===== config.mk =====
export PLATFORM = sky130hd
export DESIGN_NAME = text_to_integer_parser
export DESIGN_NICKNAME = d
export VERILOG_FILES = /design/src/sv/ttip_pkg.sv /design/src/sv/ttip_dpath.sv /design/src/sv/ttip_ctrl.sv /design/src/sv/text_to_integer_parser.sv
export SDC_FILE = /design/constraint.sdc
export NUM_CORES = 1
export LEC_CHECK = 0
export BUFFER_PORTS_ARGS = -buffer_cell sky130_fd_sc_hd__buf_2
export CELL_PAD_IN_SITES_DETAIL_PLACEMENT = 0
export CELL_PAD_IN_SITES_GLOBAL_PLACEMENT = 1
export CORE_ASPECT_RATIO = 2
export CORE_MARGIN = 5
export CORE_UTILIZATION = 45
export DETAILED_ROUTE_END_ITERATION = 7
export GPL_ROUTABILITY_DRIVEN = 0
export HOLD_SLACK_MARGIN = 0.12
export PLACE_DENSITY = 0.89
export SLEW_MARGIN = 10
export SYNTH_ARGS = -nofsm -noshare
export SYNTH_HDL_FRONTEND = slang
export SYNTH_HIERARCHICAL = 1
export SYNTH_SLANG_ARGS = --single-unit

===== constraint.sdc =====
create_clock -name clk -period 19 [get_ports clk]
set_input_delay 3.8 -clock clk [delete_from_list [all_inputs] [get_ports clk]]
set_output_delay 3.8 -clock clk [all_outputs]
set_load 0.01 [all_outputs]

===== src/sv/ttip_pkg.sv =====
// Shared types and constants for the text to integer parser.
package ttip_pkg;

  localparam int CHAR_W  = 8;
  localparam int BASE_W  = 6;
  localparam int MODE_W  = 2;
  localparam int DIGIT_W = 6;
  localparam int VALUE_W = 64;
  localparam int PROD_W  = VALUE_W + BASE_W + 1;

  localparam logic [BASE_W-1:0] BASE_MIN   = 6'd2;
  localparam logic [BASE_W-1:0] BASE_MAX   = 6'd36;
  localparam logic [BASE_W-1:0] BASE_RESET = 6'd10;

  localparam logic [MODE_W-1:0] MODE_S32 = 2'd0;
  localparam logic [MODE_W-1:0] MODE_U32 = 2'd1;
  localparam logic [MODE_W-1:0] MODE_U64 = 2'd2;

  localparam logic [CHAR_W-1:0] CH_PLUS  = 8'h2B;
  localparam logic [CHAR_W-1:0] CH_MINUS = 8'h2D;
  localparam logic [CHAR_W-1:0] CH_SPACE = 8'h20;
  localparam logic [CHAR_W-1:0] CH_TAB   = 8'h09;
  localparam logic [CHAR_W-1:0] CH_CR    = 8'h0D;

  localparam logic [DIGIT_W-1:0] DIGIT_NONE = 6'h3F;

  localparam logic [VALUE_W-1:0] LIM_S32_POS = 64'h0000_0000_7FFF_FFFF;
  localparam logic [VALUE_W-1:0] LIM_S32_NEG = 64'h0000_0000_8000_0000;
  localparam logic [VALUE_W-1:0] LIM_U32     = 64'h0000_0000_FFFF_FFFF;
  localparam logic [VALUE_W-1:0] LIM_U64     = 64'hFFFF_FFFF_FFFF_FFFF;

  // register indexes on the config port
  localparam logic REG_BASE = 1'b0;
  localparam logic REG_MODE = 1'b1;

  typedef struct packed {
    logic is_space;
    logic is_plus;
    logic minus_ok;
    logic is_digit;
    logic ovf;
  } ttip_status_t;

  typedef struct packed {
    logic take_digit;
    logic clear;
    logic capture;
    logic result_ok;
    logic negate;
  } ttip_cmd_t;

endpackage


===== src/sv/ttip_dpath.sv =====
// Datapath: character classification, multiply-accumulate, range check, result register.
module ttip_dpath import ttip_pkg::*; (
  input  logic               clk,
  input  logic [CHAR_W-1:0]  char_code,
  input  logic [BASE_W-1:0]  number_base,
  input  logic [MODE_W-1:0]  parse_mode,
  input  ttip_cmd_t          cmd,
  output ttip_status_t       status,
  output logic [VALUE_W-1:0] parsed_value,
  output logic               parse_ok
);

  logic [VALUE_W-1:0] accumulator;
  logic [BASE_W-1:0]  eff_base;
  logic [DIGIT_W-1:0] digit_val;
  logic [VALUE_W-1:0] limit;
  logic [PROD_W-1:0]  sum;
  logic [VALUE_W-1:0] acc_final;

  always_comb begin
    if (number_base < BASE_MIN) begin
      eff_base = BASE_MIN;
    end else if (number_base > BASE_MAX) begin
      eff_base = BASE_MAX;
    end else begin
      eff_base = number_base;
    end
  end

  always_comb begin
    if (char_code >= 8'h30 && char_code <= 8'h39) begin
      digit_val = DIGIT_W'(char_code - 8'h30);
    end else if (char_code >= 8'h61 && char_code <= 8'h7A) begin
      digit_val = DIGIT_W'(char_code - 8'h61 + 8'd10);
    end else if (char_code >= 8'h41 && char_code <= 8'h5A) begin
      digit_val = DIGIT_W'(char_code - 8'h41 + 8'd10);
    end else begin
      digit_val = DIGIT_NONE;
    end
  end

  always_comb begin
    unique case (parse_mode)
      MODE_S32: limit = cmd.negate ? LIM_S32_NEG : LIM_S32_POS;
      MODE_U32: limit = LIM_U32;
      default:  limit = LIM_U64;
    endcase
  end

  // acc > (lim - dv) / b  is the same test as  acc * b + dv > lim
  assign sum = PROD_W'({{(PROD_W-VALUE_W){1'b0}}, accumulator} * {{(PROD_W-BASE_W){1'b0}}, eff_base})
             + {{(PROD_W-DIGIT_W){1'b0}}, digit_val};

  assign status.is_space = (char_code == CH_SPACE) || (char_code >= CH_TAB && char_code <= CH_CR);
  assign status.is_plus  = (char_code == CH_PLUS);
  assign status.minus_ok = (char_code == CH_MINUS) && (parse_mode == MODE_S32);
  assign status.is_digit = (digit_val < eff_base);
  assign status.ovf      = (sum > {{(PROD_W-VALUE_W){1'b0}}, limit});

  assign acc_final = cmd.take_digit ? sum[VALUE_W-1:0] : accumulator;

  always_ff @(posedge clk) begin
    if (cmd.clear) begin
      accumulator <= '0;
    end else if (cmd.take_digit) begin
      accumulator <= sum[VALUE_W-1:0];
    end
  end

  always_ff @(posedge clk) begin
    if (cmd.capture) begin
      parse_ok <= cmd.result_ok;
      if (!cmd.result_ok) begin
        parsed_value <= '0;
      end else if (cmd.negate) begin
        parsed_value <= '0 - acc_final;
      end else begin
        parsed_value <= acc_final;
      end
    end
  end

endmodule


===== src/sv/ttip_ctrl.sv =====
// Controller: field phase, sign and failure tracking, stream handshake.
module ttip_ctrl import ttip_pkg::*; (
  input  logic         clk,
  input  logic         rst,
  input  logic         s_tvalid,
  output logic         s_tready,
  input  logic         has_char,
  input  logic         last_char,
  output logic         m_tvalid,
  input  logic         m_tready,
  input  ttip_status_t status,
  output ttip_cmd_t    cmd
);

  localparam logic [1:0] PH_LEAD   = 2'd0;
  localparam logic [1:0] PH_SIGNED = 2'd1;
  localparam logic [1:0] PH_DIGITS = 2'd2;
  localparam logic [1:0] PH_TRAIL  = 2'd3;

  logic [1:0] phase, phase_next;
  logic       negative, negative_next;
  logic       failed, failed_next;
  logic       fire, field_end, want_digit;

  assign s_tready  = !m_tvalid || m_tready;
  assign fire      = s_tvalid && s_tready;
  assign field_end = !has_char || last_char;

  always_comb begin
    phase_next    = phase;
    negative_next = negative;
    failed_next   = failed;
    want_digit    = 1'b0;
    if (has_char && !failed) begin
      unique case (phase)
        PH_LEAD: begin
          if (status.is_space) begin
            phase_next = PH_LEAD;
          end else if (status.is_plus) begin
            phase_next = PH_SIGNED;
          end else if (status.minus_ok) begin
            phase_next    = PH_SIGNED;
            negative_next = 1'b1;
          end else if (status.is_digit) begin
            want_digit = 1'b1;
          end else begin
            failed_next = 1'b1;
          end
        end
        PH_SIGNED: begin
          if (status.is_digit) begin
            want_digit = 1'b1;
          end else begin
            failed_next = 1'b1;
          end
        end
        PH_DIGITS: begin
          if (status.is_digit) begin
            want_digit = 1'b1;
          end else if (status.is_space) begin
            phase_next = PH_TRAIL;
          end else begin
            failed_next = 1'b1;
          end
        end
        PH_TRAIL: begin
          if (!status.is_space) begin
            failed_next = 1'b1;
          end
        end
        default: failed_next = 1'b1;
      endcase
    end
    // overflow fails the field and leaves the accumulator untouched
    if (want_digit) begin
      if (status.ovf) begin
        failed_next = 1'b1;
      end else begin
        phase_next = PH_DIGITS;
      end
    end
  end

  always_comb begin
    cmd.take_digit = fire && want_digit && !status.ovf;
    cmd.capture    = fire && field_end;
    // accumulator also cleared by reset
    cmd.clear      = rst || (fire && field_end);
    cmd.result_ok  = !failed_next && (phase_next == PH_DIGITS || phase_next == PH_TRAIL);
    cmd.negate     = negative;
  end

  always_ff @(posedge clk) begin
    if (rst) begin
      phase    <= PH_LEAD;
      negative <= 1'b0;
      failed   <= 1'b0;
    end else if (fire) begin
      if (field_end) begin
        phase    <= PH_LEAD;
        negative <= 1'b0;
        failed   <= 1'b0;
      end else begin
        phase    <= phase_next;
        negative <= negative_next;
        failed   <= failed_next;
      end
    end
  end

  always_ff @(posedge clk) begin
    if (rst) begin
      m_tvalid <= 1'b0;
    end else if (fire && field_end) begin
      m_tvalid <= 1'b1;
    end else if (m_tready) begin
      m_tvalid <= 1'b0;
    end
  end

endmodule


===== src/sv/text_to_integer_parser.sv =====
// The result is registered and appears in the cycle after the transaction that ends its field.
// Throughput: one character per cycle while the output is not stalled; the 64x6
// multiply-accumulate with its range compare is the combinational path that sets this.
// The output register frees in the same cycle it is taken, so no bubble between fields.
// Reset (synchronous): field state cleared, no result pending, base 10, signed 32-bit mode.
// A result is delivered when has_char is low or last_char is high.
module text_to_integer_parser import ttip_pkg::*; (
  input  logic        clk,
  input  logic        rst,
  input  logic        s_tvalid,
  output logic        s_tready,
  input  logic [7:0]  s_tdata,   // [7:0] char_code
  input  logic        s_tlast,   // last_char
  input  logic        s_tuser,   // has_char
  output logic        m_tvalid,
  input  logic        m_tready,
  output logic [63:0] m_tdata,   // [63:0] parsed_value
  output logic        m_tuser,   // parse_ok
  input  logic        psel,
  input  logic        penable,
  input  logic        pwrite,
  input  logic [2:0]  paddr,
  input  logic [31:0] pwdata,
  output logic [31:0] prdata,
  output logic        pready
);

  logic [BASE_W-1:0] number_base;
  logic [MODE_W-1:0] parse_mode;
  ttip_status_t      status;
  ttip_cmd_t         cmd;

  assign pready = 1'b1;

  always_ff @(posedge clk) begin
    if (rst) begin
      number_base <= BASE_RESET;
      parse_mode  <= MODE_S32;
    end else if (psel && penable && pwrite && pready) begin
      unique case (paddr[2])
        REG_BASE: number_base <= pwdata[BASE_W-1:0];
        REG_MODE: parse_mode  <= pwdata[MODE_W-1:0];
        default:  ;
      endcase
    end
  end

  always_comb begin
    unique case (paddr[2])
      REG_BASE: prdata = {{(32-BASE_W){1'b0}}, number_base};
      REG_MODE: prdata = {{(32-MODE_W){1'b0}}, parse_mode};
      default:  prdata = '0;
    endcase
  end

  ttip_ctrl u_ctrl (
    .clk       (clk),
    .rst       (rst),
    .s_tvalid  (s_tvalid),
    .s_tready  (s_tready),
    .has_char  (s_tuser),
    .last_char (s_tlast),
    .m_tvalid  (m_tvalid),
    .m_tready  (m_tready),
    .status    (status),
    .cmd       (cmd)
  );

  ttip_dpath u_dpath (
    .clk          (clk),
    .char_code    (s_tdata),
    .number_base  (number_base),
    .parse_mode   (parse_mode),
    .cmd          (cmd),
    .status       (status),
    .parsed_value (m_tdata),
    .parse_ok     (m_tuser)
  );

endmodule


# --- Yosys cells after proc, flatten, opt, wreduce, memory -nomap -nowiden ---
# Cells that the tools add are included.
word_totals:
  output_inout_bits: 100
  wordCells: 119
  inputBits: 52
  rom_bits: 0
  ff_bits: 142
  latchBits: 0
  mem_bits_rw: 0
  mem_count: 0
classes:
  bitwise: 1
  n_mul: 1
  div_mod_pow: 0
  shifts: 0
  add_sub_neg: 7
  muxes: 45
  order_cmp: 12
  eq_ne: 11
  n_reduce_logical: 33
ops:
  columns: ["op", "n"]
  rows:
  - ["64-bit 2-to-1 mux", 2]
  - ["64-bit case mux with 2 select lines", 1]
  - ["70-bit by 6-bit adder with 71-bit output", 1]
  - ["71-bit by 64-bit > comparator with 1-bit output", 1]
  - ["64-bit by 6-bit multiplier with 70-bit output", 1]
  - ["32-bit case mux with 2 select lines", 1]
  - ["1-bit by 64-bit subtractor with 64-bit output, first input constant", 1]
  - ["32-bit 2-to-1 mux", 1]
  - ["6-bit 2-to-1 mux", 5]
  - ["8-bit by 6-bit equality test with 1-bit output, second input constant", 3]
  - ["1-bit 2-to-1 mux", 23]
  - ["2-bit 2-to-1 mux", 9]
  - ["8-bit by 7-bit >= comparator with 1-bit output, second input constant", 2]
  - ["8-bit by 7-bit less-or-equal comparator with 1-bit output, second input constant", 2]
  - ["1-bit logical AND", 13]
  - ["6-bit by 4-bit adder with 6-bit output, second input constant", 2]
  - ["6-bit subtractor, second input constant", 2]
  - ["2-bit equality test, second input constant", 4]
  - ["8-bit by 4-bit >= comparator with 1-bit output, second input constant", 1]
  - ["8-bit by 6-bit >= comparator with 1-bit output, second input constant", 1]
  - ["8-bit by 4-bit less-or-equal comparator with 1-bit output, second input constant", 1]
  - ["8-bit by 6-bit less-or-equal comparator with 1-bit output, second input constant", 1]
  - ["2-bit nonzero test", 4]
  - ["6-bit > comparator, second input constant", 1]
  - ["other kinds (16)", 27]

# --- Depth between registers and ports, before layout ---
# Gate-level depths: netlist of run 1.
depth:
  depth_word: 17
  ltp_mapped: 59

# --- Cells and area by module ---
# The synthesis of run 1 kept the hierarchy.
modules_own_cells:
  columns: ["mod", "area_per_inst_um2", "cells_per_inst", "seq_area_each_um2", "n_inst"]
  rows:
  - ["ttip_dpath", 22766.8, 2672, 3233.1, 1]
  - ["text_to_integer_parser", 626.9, 70, 160.2, 1]
  - ["ttip_ctrl", 493.0, 57, 100.1, 1]

# --- Worst setup path before layout of run 1 ---
# Ideal clock, no wire load.
synth_path:
  kind: "input -> register"
  startpoint: "in s_tdata[1]"
  endpoint: "reg u_dpath.parsed_value[50] (data pin)"
  stages: 56
  arrival_ns: 15.490
  setup_time_ns: 0.268
  path_slack_ns: 3.242
  cell_sequence: "inv_1 > ha_1 > or4b_2 > nand2_1 > a21boi_0 > o221a_2 > o21bai_1 > a21boi_0 > o21a_1 > inv_1 > fa_1 > inv_1 > ha_1 > nor2b_4 > o31ai_2 > a2111o_1 > a31o_1 > a21oi_2 > [20 not listed] > buf_2 > buf_2 > buf_2 > clkbuf_1 > clkbuf_1 > clkbuf_1 > buf_1 > mux2i_1 > ha_1 > and3_1 > nand4_1 > or4_1 > buf_2 > nor3_2 > nand4_1 > or4b_1 > nand3_1 > a21oi_2"
synth_lines:
  columns: ["element", "line_no", "text"]
  rows:
  - ["start, declared", "text_to_integer_parser.sv:12", "input logic [7:0] s_tdata,"]
  - ["end signal, assigned", "ttip_dpath.sv:76", "parsed_value <= '0 - acc_final;"]
  - ["end signal, assigned", "ttip_dpath.sv:78", "parsed_value <= acc_final;"]
  - ["end, declared", "ttip_dpath.sv:9", "output logic [VALUE_W-1:0] parsed_value,"]

==> results of run 1 <==
==> flip-flops by register name, indices dropped and copies added, names as in the netlist <==
| signal | count |
|---|---|
| u_dpath/parse_ok | 1 |
| number_base | 6 |
| u_ctrl/failed | 1 |
| u_ctrl/negative | 1 |
| u_dpath/accumulator | 64 |
| u_ctrl/phase | 2 |
| u_ctrl/m_tvalid | 1 |
| u_dpath/parsed_value | 64 |
| parse_mode | 2 |
==> final cells by class <==
class	instances	area, um2	share of cell area, %
clock buffer	23	510	2.02
timing repair buffer	113	608	2.40
inverter	220	826	3.26
multi-input combinational	2303	19000	74.9
antenna	2	5.00	0.0198
sequential	142	3500	13.8
clock inverter	9	67.6	0.267
tap	665	832	3.29
==> worst min-delay path: cells and delay by family, from the launching register on <==
family	cells	cell delay [ns]
muxes	1	0.06
and+or+nand+nor	1	0.07
DFF	1	0.32
==> cells by family (layout without fill, tap and decap cells) <==
family | count (synthesis) | in the layout | share of synthesized area [%]
other | 2 | 29 | 0.0314
xor gates and xnor gates | 100 | 100 | 3.67
AOI/OAI and AO/OA | 545 | 545 | 15.6
buffers and inverters | 379 | 365 | 6.56
muxes | 64 | 64 | 2.74
adders and majority gates | 486 | 486 | 33.4
DFF | 142 | 142 | 14.6
and+or+nand+nor | 1081 | 1081 | 23.4
==> path summary, 6_finish.rpt <==
kind,slack [ns],startpoint,to
max reg2reg,3.82,number_base[5]$_SDFFE_PP0P_,u_dpath/parsed_value[57]$_SDFFCE_PN0P_
min reg2reg,0.49,number_base[0]$_SDFFE_PP0P_,number_base[0]$_SDFFE_PP0P_
min,0.49,number_base[0]$_SDFFE_PP0P_,number_base[0]$_SDFFE_PP0P_
max,2.07,s_tdata[1],u_dpath/parsed_value[57]$_SDFFCE_PN0P_
==> where the power goes <==
part	internal, uW	switching [uW]
Combinational	44.0	102
Sequential	327	4.62
Clock	191	147
==> per-stage QoR <==
stage / hold WS, ns / total power, uW / utilization, %
after floorplan: 0.442 / 435 / -
after global placement: 0.477 / 478 / 46.9
after detailed placement: 0.483 / 481 / 46.9
after CTS: 0.494 / 818 / 48.0
after global routing: 0.523 / 844 / 48.0
final: 0.492 / 816 / 48.0
==> per-layer routing <==
metal / vias to the layer above / wire length, um / track usage (%)
li1: 9545 / - / -
met1: 10200 / 24800 / 24.7
met2: 890 / 38700 / 47.3
met3: 367 / 3530 / 3.06
met4: 0 / 7680 / 21.9
met5: - / 0 / 0
==> cells in the mapped netlist (43+ instances only) <==
library cell	instances	share of area, %
dfxtp_1	77	6.5
clkbuf_1	97	1.5
a21oi_1	143	3.0
fa_1	252	21
and2_1	274	7.2
inv_1	220	3.5
mux2i_1	52	2.2
nand4_1	44	1.2
edfxtp_1	65	8.2
nor2_1	222	3.5
a21o_1	55	1.7
nand2_1	289	4.5
ha_1	234	12
xnor2_1	71	2.6
o21ai_0	96	2.0
nor3_1	43	0.90
==> reports/results.ini, run 1 <==
[detailed_routing]
viasPerCell = 6.05
route.detailed.drc = 0
routed_wl_mm = 74.7
postRouteAntennaNets = 0
vias = 21000
wl_per_cell_um = 21.5
drt_iter0_markers = 1443
first_pass_iters = 6

[run]
cap_violations = 0

[timing]
finClkSkew_ns = 0.0148
setup_viol = 0
period_share_pct = 89.1
setup_tns_ns = 0
worst_pin_slew_ns = 1.21
fmax_ghz = 0.0591
layout_setup_ws_ns = 2.07
slew_viol_final = 0
rsz0062_at_grt = no
min_period_ns = 16.93
maxSlewHeadroom_pct = 19.0
hold_viol_final = 0

[worst_setup_path]
worstPathRequired_ns = 19.19
cpLargestDelayFamily = compound AO/OA/AOI/OAI gates
cp_data_arrival_time_ns = 17.12
crit_slowest_cell = nand4_1
crit_buf_inv = 4
cp_num_cells = 46
critPathMaxStageDelay_ns = 0.76
end_kind = flip-flop
crit_path_start_kind = primary input
rr_worst_depth = 40
critPathMaxFanout = 41
criticalPathCategory = in2reg

[global_routing]
grtUsageTotal_pct = 25.4
grt_pass1_wl_mm = 118
antenna_found_initial = 0
grt_max_degree = 73
first_global_vias = 22500
grt_overflow_total = 0

[die]
fp.dieW_um = 173
rows = 119
die_y_um = 336
io_pins = 152
die_area_um2 = 58100
coreArea_um2 = 52700
start_util_pct = 45.3

[synthesis]
synth_edf_count = 65
yosysUniqueCellTypes = 112
synth_area_per_cell_um2 = 8.53
syn_inst = 2799
ys_warn_count = 6
synthFlopType = dfxtp_1
syn_area_um2 = 23900
ys_ff_latch = 142
synth-async-reset-ratio_pct = 0
ys_seq_area_share_pct = 14.6

[clock_tree]
cts_tree = built
cts_buffers = 17
htreeDepth = 4
cts_resized = 0
cts.path.max_buffers = 2
root_buffer = clkbuf_16
cts_setup_buffers = 0
clkTransAtPathRegs_ns = 0.06
clk_latency_ns = 0.45
cts.sinks = 142
cts_hold_buf = 0

[hold_path]
hold_depth = 2
hp-class = reg2reg

[layout]
area_growth_pct = 5.90
drive_above_1_share_pct = 8.22
final_common_cell = nand2_1
finalInstanceArea_um2 = 25300
final_cell_mix = nand2_1, and2_1, fa_1
stdcell_count = 3477
fin_nets = 3335
nFillCells = 5058

[run_status]
status = finished clean

[power]
p_leak_uw = 0.0123
ir_drop_mv = 0.0487
p_per_area_nw_per_um2 = 32.3

[placement]
dp_slack_ns = 1.86
dp_cells = 3443
io_buffers = 96
place_area_um2 = 24700
hpwl_mm = 59.1

(Power assumes the default switching activity.)
==> run 2: changes to the inputs <==
--- a/config.mk
+++ b/config.mk
@@ -6,15 +6,13 @@
 export NUM_CORES = 1
 export LEC_CHECK = 0
 export BUFFER_PORTS_ARGS = -buffer_cell sky130_fd_sc_hd__buf_2
-export CELL_PAD_IN_SITES_DETAIL_PLACEMENT = 0
-export CELL_PAD_IN_SITES_GLOBAL_PLACEMENT = 1
 export CORE_ASPECT_RATIO = 2
 export CORE_MARGIN = 5
 export CORE_UTILIZATION = 45
 export DETAILED_ROUTE_END_ITERATION = 7
 export GPL_ROUTABILITY_DRIVEN = 0
 export HOLD_SLACK_MARGIN = 0.12
-export PLACE_DENSITY = 0.89
+export PLACE_DENSITY = 0.73
 export SLEW_MARGIN = 10
 export SYNTH_ARGS = -nofsm -noshare
 export SYNTH_HDL_FRONTEND = slang
==> reports/results.ini, run 2 (same netlist as run 1, synthesis figures left out) <==
[run_status]
status = finished clean  ; unchanged

[timing]
setup_viol = 0  ; unchanged
setup_tns_ns = 0  ; unchanged
maxSlewHeadroom_pct = 11.5  ; was 19.0%
finClkSkew_ns = 0.0125  ; was 0.0148 ns
rsz0062_at_grt = no  ; unchanged
min_period_ns = 17.36  ; was 16.93 ns
hold_viol_final = 0  ; unchanged
worst_pin_slew_ns = 1.32  ; was 1.21 ns
fmax_ghz = 0.0576  ; was 0.0591 GHz
slew_viol_final = 0  ; unchanged
layout_setup_ws_ns = 1.64  ; was 2.07 ns
period_share_pct = 91.3  ; was 89.1%

[placement]
io_buffers = 96  ; unchanged
hpwl_mm = 58.4  ; was 59.1 mm
dp_slack_ns = 1.88  ; was 1.86 ns

[die]
die_area_um2 = 58100  ; unchanged
rows = 119  ; unchanged
fp.dieW_um = 173  ; unchanged
die_y_um = 336  ; unchanged
start_util_pct = 45.3  ; unchanged
io_pins = 152  ; unchanged
coreArea_um2 = 52700  ; unchanged

[global_routing]
first_global_vias = 22300  ; was 22500
grtUsageTotal_pct = 25.5  ; was 25.4%
grt_max_degree = 73  ; unchanged
antenna_found_initial = 1  ; was 0
grt_overflow_total = 0  ; unchanged
grt_pass1_wl_mm = 118  ; about the same

[clock_tree]
cts_tree = built  ; unchanged
root_buffer = clkbuf_16  ; unchanged
htreeDepth = 4  ; unchanged
cts_buffers = 17  ; unchanged
cts_setup_buffers = 0  ; unchanged
cts_hold_buf = 0  ; unchanged
cts.path.max_buffers = 2  ; unchanged
cts.sinks = 142  ; unchanged
clkTransAtPathRegs_ns = 0.06  ; about the same
cts_resized = 0  ; unchanged
clk_latency_ns = 0.46  ; was 0.45 ns

[worst_setup_path]
crit_slowest_cell = a211oi_1  ; was nand4_1
rr_worst_depth = 39  ; was 40
setup.worst_path.start = s_tdata[1]  ; unchanged
reg2reg_from = number_base[5]$_SDFFE_PP0P_  ; unchanged
critPathMaxStageDelay_ns = 1.11  ; was 0.76 ns
crit_path_start_kind = primary input  ; unchanged
criticalPathCategory = in2reg  ; unchanged
reg2reg_to = u_dpath/parsed_value[51]$_SDFFCE_PN0P_  ; was u_dpath/parsed_value[57]$_SDFFCE_PN0P_
critPathCapture = u_dpath/parsed_value[51]$_SDFFCE_PN0P_  ; was u_dpath/parsed_value[57]$_SDFFCE_PN0P_
r2r_slack_ns = 3.40  ; was 3.82 ns
cp_data_arrival_time_ns = 17.53  ; was 17.12 ns
end_kind = flip-flop  ; unchanged
critPathMaxFanout = 37  ; was 41
worstPathRequired_ns = 19.18  ; was 19.19 ns

[detailed_routing]
wl_per_cell_um = 21.5  ; about the same
first_pass_iters = 6  ; unchanged
drt_iter0_markers = 1395  ; was 1443
route.detailed.drc = 0  ; unchanged
vias = 21000  ; about the same
viasPerCell = 6.04  ; was 6.05
postRouteAntennaNets = 0  ; unchanged
routed_wl_mm = 74.6  ; was 74.7 mm

[layout]
final_common_cell = nand2_1  ; unchanged
n_antenna_cell = 0  ; was 2
drive_above_1_share_pct = 8.29  ; was 8.22%
fin_nets = 3336  ; was 3335
area_growth_pct = 5.99  ; was 5.90%
final_cell_mix = nand2_1, and2_1, fa_1  ; unchanged
top_regs = u_dpath/accumulator (64), u_dpath/parsed_value (64), number_base (6)  ; unchanged

[power]
ir_drop_mv = 0.0476  ; was 0.0487 mV
p_total_uw = 831  ; was 816 uW
p_leak_uw = 0.0123  ; about the same
p_per_area_nw_per_um2 = 32.8  ; was 32.3 nW/um2

[run]
cap_violations = 0  ; unchanged

[hold_path]
hp-class = reg2reg  ; unchanged

-- run 2: changes by cell type in the layout (fill, tap and decap cells not counted) --
| cell | before | now |
|---|---|---|
| diode_2 | 2 | 0 |
| clkinvlp_4 | 1 | 5 |
| clkbuf_1 | 2 | 1 |
| inv_4 | 4 | 0 |
| bufinv_16 | 0 | 3 |
| buf_4 | 17 | 18 |
| clkinv_2 | 0 | 3 |
| inv_6 | 3 | 2 |
| clkbuf_8 | 2 | 0 |
| clkbuf_16 | 19 | 17 |
-- run 2: area by class of cell --
type	count	area (um2)
Clock buffer	18	429
Timing Repair Buffer	114	616
Tap cell	665	832
Fill cell	5086	27400
Sequential cell	142	3500
Clock inverter	14	169
Multi-Input combinational cell	2303	19000
Inverter	220	826
-- run 2: worst min path at each step --
stage,endpoint,startpoint,slack (ns),depth (start not counted)
after detailed placement,number_base[0]$_SDFFE_PP0P_,number_base[0]$_SDFFE_PP0P_,0.49,2
after floorplan,u_ctrl/negative$_SDFFE_PP0P_,u_ctrl/negative$_SDFFE_PP0P_,0.44,2
after global routing,u_ctrl/m_tvalid$_SDFFE_PP0P_,u_ctrl/m_tvalid$_SDFFE_PP0P_,0.54,2
final,number_base[4]$_SDFFE_PP0P_,number_base[4]$_SDFFE_PP0P_,0.50,2
after CTS,number_base[0]$_SDFFE_PP0P_,number_base[0]$_SDFFE_PP0P_,0.50,2
after global placement,number_base[0]$_SDFFE_PP0P_,number_base[0]$_SDFFE_PP0P_,0.47,2
-- run 2: through the flow --
step,util [%],area (um2),instances,hold slack [ns]
after floorplan,-,24000,2824,0.442
after global placement,46.9,24700,3444,0.472
after detailed placement,46.9,24700,3444,0.487
after CTS,48.0,25300,3476,0.497
after global routing,48.0,25300,3476,0.539
final,48.0,25300,3476,0.498
-- run 2: report_power, final --
part           switching, uW  internal (uW)  total [uW]
sequential              4.38            327         331
clock                    147            206         353
combinational            102           43.9         146
-- run 2: routing by layer --
metal	GRT usage (%)	wire, um	vias up
met4	23.0	7870	0
met1	24.0	24500	10200
met3	4.22	4130	390
met2	46.8	38100	864
met5	0	0	-
li1	-	-	9554
-- run 2: worst max-delay path: cells and delay by family --
| family | cells | cell delay [ns] |
|---|---|---|
| AOI/OAI and AO/OA | 21 | 6.85 |
| and+or+nand+nor | 12 | 3.97 |
| adders and majority gates | 4 | 1.40 |
| xor gates and xnor gates | 2 | 0.66 |
| muxes | 1 | 0.47 |
| buffers and inverters | 4 | 0.37 |
